==> config.mk <==
export PLATFORM = sky130hd
export DESIGN_NAME = sfce_ctrl
export DESIGN_NICKNAME = d
export VERILOG_FILES = /design/src/sv/sfce_pkg.sv /design/src/sv/sfce_ctrl.sv
export SDC_FILE = /design/constraint.sdc
export NUM_CORES = 1
export LEC_CHECK = 0
export ABC_AREA = 1
export BUFFER_PORTS_ARGS = -buffer_cell sky130_fd_sc_hd__buf_2
export CAP_MARGIN = 0
export CORE_MARGIN = 2
export CORE_UTILIZATION = 49
export CTS_CLUSTER_DIAMETER = 80
export DETAILED_ROUTE_END_ITERATION = 10
export PLACE_DENSITY_LB_ADDON = 0.05
export SYNTH_ARGS = -nofsm -noshare
export SYNTH_HDL_FRONTEND = slang
export SYNTH_SLANG_ARGS = --single-unit
==> constraint.sdc <==
create_clock -name i_clk -period 1.3 [get_ports i_clk]
set_input_delay 0.13 -clock i_clk [delete_from_list [all_inputs] [get_ports i_clk]]
set_output_delay 0.13 -clock i_clk [all_outputs]
set_load 0.01 [all_outputs]
==> src/sv/sfce_pkg.sv <==
// Shared constants and types for the serial-flash command engine.
package sfce_pkg;

    // Store and register widths
    localparam int ADDR_BITS  = 18;
    localparam int FADDR_BITS = 24;
    localparam int DATA_BITS  = 8;
    localparam int POS_BITS   = 3;

    // Command codes
    localparam logic [DATA_BITS-1:0] CMD_READ  = 8'h03;
    localparam logic [DATA_BITS-1:0] CMD_WRDI  = 8'h04;
    localparam logic [DATA_BITS-1:0] CMD_RDSR  = 8'h05;
    localparam logic [DATA_BITS-1:0] CMD_WREN  = 8'h06;
    localparam logic [DATA_BITS-1:0] CMD_WRITE = 8'h0A;
    localparam logic [DATA_BITS-1:0] CMD_RDID  = 8'h9F;

    // Identification bytes
    localparam logic [DATA_BITS-1:0] ID_BYTE0 = 8'h20;
    localparam logic [DATA_BITS-1:0] ID_BYTE1 = 8'h40;
    localparam logic [DATA_BITS-1:0] ID_BYTE2 = 8'h12;

    // Byte positions within a transfer
    localparam logic [POS_BITS-1:0] POS_FIRST    = 3'd1;
    localparam logic [POS_BITS-1:0] POS_ID1      = 3'd2;
    localparam logic [POS_BITS-1:0] POS_ID2      = 3'd3;
    localparam logic [POS_BITS-1:0] POS_DATA     = 3'd4;
    localparam logic [POS_BITS-1:0] POS_SATURATE = 3'd7;

    // Per-request memory access and result information
    typedef struct packed {
        logic                 mem_we;
        logic                 mem_re;
        logic [ADDR_BITS-1:0] mem_addr;
        logic [DATA_BITS-1:0] mem_wdata;
        logic                 use_mem;
        logic [DATA_BITS-1:0] value;
    } t_req;

endpackage

==> src/sv/sfce_ctrl.sv <==
// Command decode and transfer registers; issues store accesses per request.
module sfce_ctrl
    import sfce_pkg::*;
(
    input  logic                 i_clk,
    input  logic                 i_rst_n,
    input  logic                 i_acc,
    input  logic [DATA_BITS-1:0] i_data_in,
    input  logic                 i_keep_select,
    output t_req                 o_req
);

    logic                  r_in_cmd, n_in_cmd;
    logic [DATA_BITS-1:0]  r_cmd, n_cmd;
    logic [POS_BITS-1:0]   r_pos, n_pos;
    logic [FADDR_BITS-1:0] r_addr, n_addr;
    logic                  r_wen, n_wen;
    t_req                  req;

    // Decode the request against the open transfer
    always_comb begin
        n_in_cmd      = r_in_cmd;
        n_cmd         = r_cmd;
        n_pos         = r_pos;
        n_addr        = r_addr;
        n_wen         = r_wen;
        req.mem_we    = 1'b0;
        req.mem_re    = 1'b0;
        req.mem_addr  = r_addr[ADDR_BITS-1:0];
        req.mem_wdata = i_data_in;
        req.use_mem   = 1'b0;
        req.value     = '0;
        if (!r_in_cmd) begin
            n_in_cmd = 1'b1;
            n_cmd    = i_data_in;
            n_pos    = POS_FIRST;
            n_addr   = '0;
            if (i_data_in == CMD_WRDI) begin
                n_wen = 1'b0;
            end else if (i_data_in == CMD_WREN) begin
                n_wen = 1'b1;
            end
        end else begin
            case (r_cmd)
                CMD_RDSR: begin
                    req.value = {6'b0, r_wen, 1'b0};
                end
                CMD_RDID: begin
                    if (r_pos == POS_FIRST) begin
                        req.value = ID_BYTE0;
                    end else if (r_pos == POS_ID1) begin
                        req.value = ID_BYTE1;
                    end else if (r_pos == POS_ID2) begin
                        req.value = ID_BYTE2;
                    end
                    if (r_pos != POS_SATURATE) begin
                        n_pos = r_pos + 3'd1;
                    end
                end
                CMD_READ, CMD_WRITE: begin
                    if (r_pos < POS_DATA) begin
                        n_addr = {r_addr[FADDR_BITS-DATA_BITS-1:0], i_data_in};
                    end else begin
                        if (r_cmd == CMD_READ) begin
                            req.mem_re  = 1'b1;
                            req.use_mem = 1'b1;
                        end else begin
                            req.mem_we = 1'b1;
                            req.value  = i_data_in;
                        end
                        n_addr = r_addr + 24'd1;
                    end
                    if (r_pos != POS_SATURATE) begin
                        n_pos = r_pos + 3'd1;
                    end
                end
                default: begin
                    req.value = '0;
                end
            endcase
        end
        // Drop the command on release of chip select
        if (!i_keep_select) begin
            n_in_cmd = 1'b0;
            n_cmd    = '0;
        end
    end

    // Advance transfer state on each accepted request
    always_ff @(posedge i_clk) begin
        if (!i_rst_n) begin
            r_in_cmd <= 1'b0;
            r_cmd    <= '0;
            r_pos    <= '0;
            r_addr   <= '0;
            r_wen    <= 1'b0;
        end else if (i_acc) begin
            r_in_cmd <= n_in_cmd;
            r_cmd    <= n_cmd;
            r_pos    <= n_pos;
            r_addr   <= n_addr;
            r_wen    <= n_wen;
        end
    end

    // Gate store accesses with the accept
    always_comb begin
        o_req        = req;
        o_req.mem_we = req.mem_we & i_acc;
        o_req.mem_re = req.mem_re & i_acc;
    end

endmodule

==> results.md <==
* GRT Util Overall at 31.4%
* Area share of the largest cell type after synthesis at 28.5%
* Ys async rst share at 0%
* Die Width at 70.6 µm
* Core area at ~4300 µm²
* Skew-Pair Late Insertion Delay at 0.29 ns
* # IOs at 49
* Status: finished with violations
* DR DRC count at 0
* Global-route wire length before repair at 12.4 mm
* Cell with the most instances after synthesis: nand2_1
* Detailed Route Iter0 Violations at 339
* Antenna violations before repair at 0
* Placed Cells at between 400 and 500
* Worst Skew at 0.00618 ns
* Seq/Total Area, Yosys at 28.5%
* Synthesized Nets at 376
* Slew @ Worst Pin at about 0.35 ns
* Post-layout min period at 1.78 ns
* CP required at approximately 1.2 ns
* Failing checks: negative setup slack
* R2R Path Start: r_cmd[2]
* Crit path largest cell delay at 0.35 ns
* Fmax at 561 MHz
* Syn avg cell area at 6.08 µm²
* Unrepaired setup endpoints after global routing: yes
* Worst hold path type: input port to flop
* Highest fanout seen on the critical path at 3
* Crit path top cell by count: buf_6
* Met1 wire length at 3.30 mm
* Final Max Tran Viols at 0
* CTS tree: yes
* Post-synth EDFFs at 0
* Critical-path cell list: inv_2 > nand2_1 > nor2_4 > buf_4 > buf_6 > nand4_2 > buf_6 > nor2_2 > buf_2
* Via density at 5.55
* Pre-CTS setup slack at -0.257 ns
* Max_slew headroom at 76.7%
* Reg2reg end: r_addr[17]
* DRT Pass-1 Iters at 5
* Final worst-path cycle share at 137%
* Final Hold Fails at 0
* Antenna cells at 0
* Fillers at 361
* Total gr overflow at 0
* Peak supply drop at ~0.55 mV
* Cell area after synthesis at 2180 µm²
* Clk pin slew, worst setup/hold paths at 0.07 ns
* Row count at 24
* Vias post-DR at 2845
* H-tree depth at 2
* Met3 WL at 718 µm
* Top_reg_cell synth: dfxtp_1
* R2R Setup Slk at -0.32 ns
* Yosys cell types at 32
* Final WL at roughly 7.9 mm
* R2R cell count at 11
* Hold_sp: i_data_in[7]
* Critical Setup Path Class: flop to primary output
* Post-DRT Antenna Nets at 0
* Startpoint types: flop
* Wirelength per Cell at 15.4 µm
* CTS max path bufs at 2
* Post-synthesis cell count at 358
* #FFs+latches synth at 31
* Crit path capture type: primary output
* Post-DP HPWL at 5.08 mm
* Commonest cells in the netlist: 110 x nand2_1, 46 x nor2_1, 39 x a21oi_1
* Maximum number of pins on one net before global-route repair at 25
* Final WS setup at -0.483 ns
* Clock root buffer: clkbuf_8
* PD cells at 677 nW/µm²
* Layout area overhead at 50.4%
* CTS Sinks at 31
* Die ar. at 4990 µm²
* Post-Layout Cell Count at 513
* Share of layout cells above drive strength 1 at 42.1%
* Hold Crit Endpoint: r_cmd[7]
* Hold depth at 3
* Data arrival, critical path at between 1.5 and 2 ns
* Leakage at about 1.4 nW
* Critical path's slowest cell: dfxtp_2
* Fin nets at 478
* Die H at 70.6 µm
* Synth top area cells: dfxtp_1 29%, nand2_1 19%, a21oi_1 9.0%, nor2_1 7.9%, inv_1 5.7%
* Final setup vio count at 32
* CTS Hold Bufs at 0
* I/O Buffers at 48
* Vias in the first global route at 2638
* Cts bufs inserted at 5
* Top sig layer: met4
* Final Wtd Congestion at 0.874
* Syn. warnings at 0
* Max_cap viols at 0
* Routed wl met2 at 3.57 mm
* Starting Density at 50.3%
* Post-synth top area cell: dfxtp_1
==> power by group <==
| group | switching (mW) | total (mW) | internal, mW |
|---|---|---|---|
| Sequential | 0.0363 | 1.01 | 0.977 |
| Combinational | 0.258 | 0.450 | 0.192 |
| Clock | 0.376 | 0.751 | 0.375 |
==> through the flow <==
step                      setup TNS, ns  hold slack, ns  utilization, %  total power [mW]  area, µm²
after detailed placement          -3.95           0.416            65.2              1.39       2820
after floorplan                  -0.432           0.251               -              1.22       2240
after CTS                         -8.81           0.106            72.5              2.19       3130
final                             -9.84           0.111            75.7              2.21       3270
after global routing             -11.95           0.128            75.7              2.30       3270
after global placement            -3.14           0.406            65.2              1.39       2820
==> critical path: cells and delay by family, from the launching register on <==
family,cells,cell delay [ns]
buf+inv,5,0.61
flops,1,0.35
simple gates,4,0.40
==> repair_timing <==
item,4_1_cts,5_1_grt
pin swaps,18,18
resized for setup,50,32
endpoints found under the hold margin,0,0
cloned,2,0
endpoints found under the setup margin,32,40
buffers inserted,7,2
==> area by class of cell <==
type | count | area [µm²] | share of cell area (%)
multi-input cells | 275 | 1560 | 47.8
clock inverters | 1 | 5.00 | 0.153
well taps | 52 | 65.1 | 1.99
clock buffers | 7 | 76.3 | 2.33
repair buffers | 111 | 772 | 23.6
flip-flops and latches | 31 | 647 | 19.8
repair inverters | 1 | 6.26 | 0.191
inverters | 35 | 136 | 4.17
==> flip-flops by register name, indices dropped and copies added (netlist names) <==
name      flops
r_addr       18
r_cmd         8
r_pos         3
r_in_cmd      1
r_wen         1
==> kinds of logic after synthesis <==
| family | count (synthesis) | synth area share [%] |
|---|---|---|
| and+or+nand+nor | 202 | 38.8 |
| AOI/OAI and AO/OA | 63 | 15.9 |
| buffers and inverters | 52 | 11.3 |
| DFF | 31 | 28.5 |
| adders and majority gates | 6 | 3.45 |
| xor gates and xnor gates | 4 | 1.96 |
==> worst max-delay path by stage <==
stage | depth (start not counted) | startpoint | endpoint | slack (ns)
after global placement | 7 | r_cmd[3] | o_req[1] | -0.23
final | 9 | r_cmd[2] | o_req[36] | -0.48
after detailed placement | 7 | r_cmd[0] | o_req[1] | -0.26
after global routing | 8 | r_cmd[4] | o_req[5] | -0.56
after floorplan | 9 | r_cmd[5] | r_addr[6] | -0.04
after CTS | 8 | r_cmd[6] | o_req[4] | -0.44
==> routing by layer <==
| metal | track usage (%) | up-vias |
|---|---|---|
| li1 | - | 1362 |
| met1 | 42.6 | 1303 |
| met2 | 49.3 | 145 |
| met3 | 6.27 | 35 |
| met4 | 12.8 | 0 |
| met5 | 0 | - |
==> cells in the final DEF (no fill, tap or decap), types with 3 or more instances in the layout <==
cell / n
nor2_4: 6
a21oi_2: 11
clkbuf_8: 5
dfxtp_4: 4
nor3_2: 6
nor2_2: 7
nand2_4: 5
o21ai_0: 13
nor2_1: 38
inv_1: 27
buf_2: 48
buf_4: 52
nand2_1: 99
nand4_1: 5
ha_1: 3
a21oi_1: 28
inv_2: 7
dfxtp_1: 18
buf_6: 9
dfxtp_2: 9
nand3_1: 20
nand2_2: 7
(Power assumes the default switching activity.)
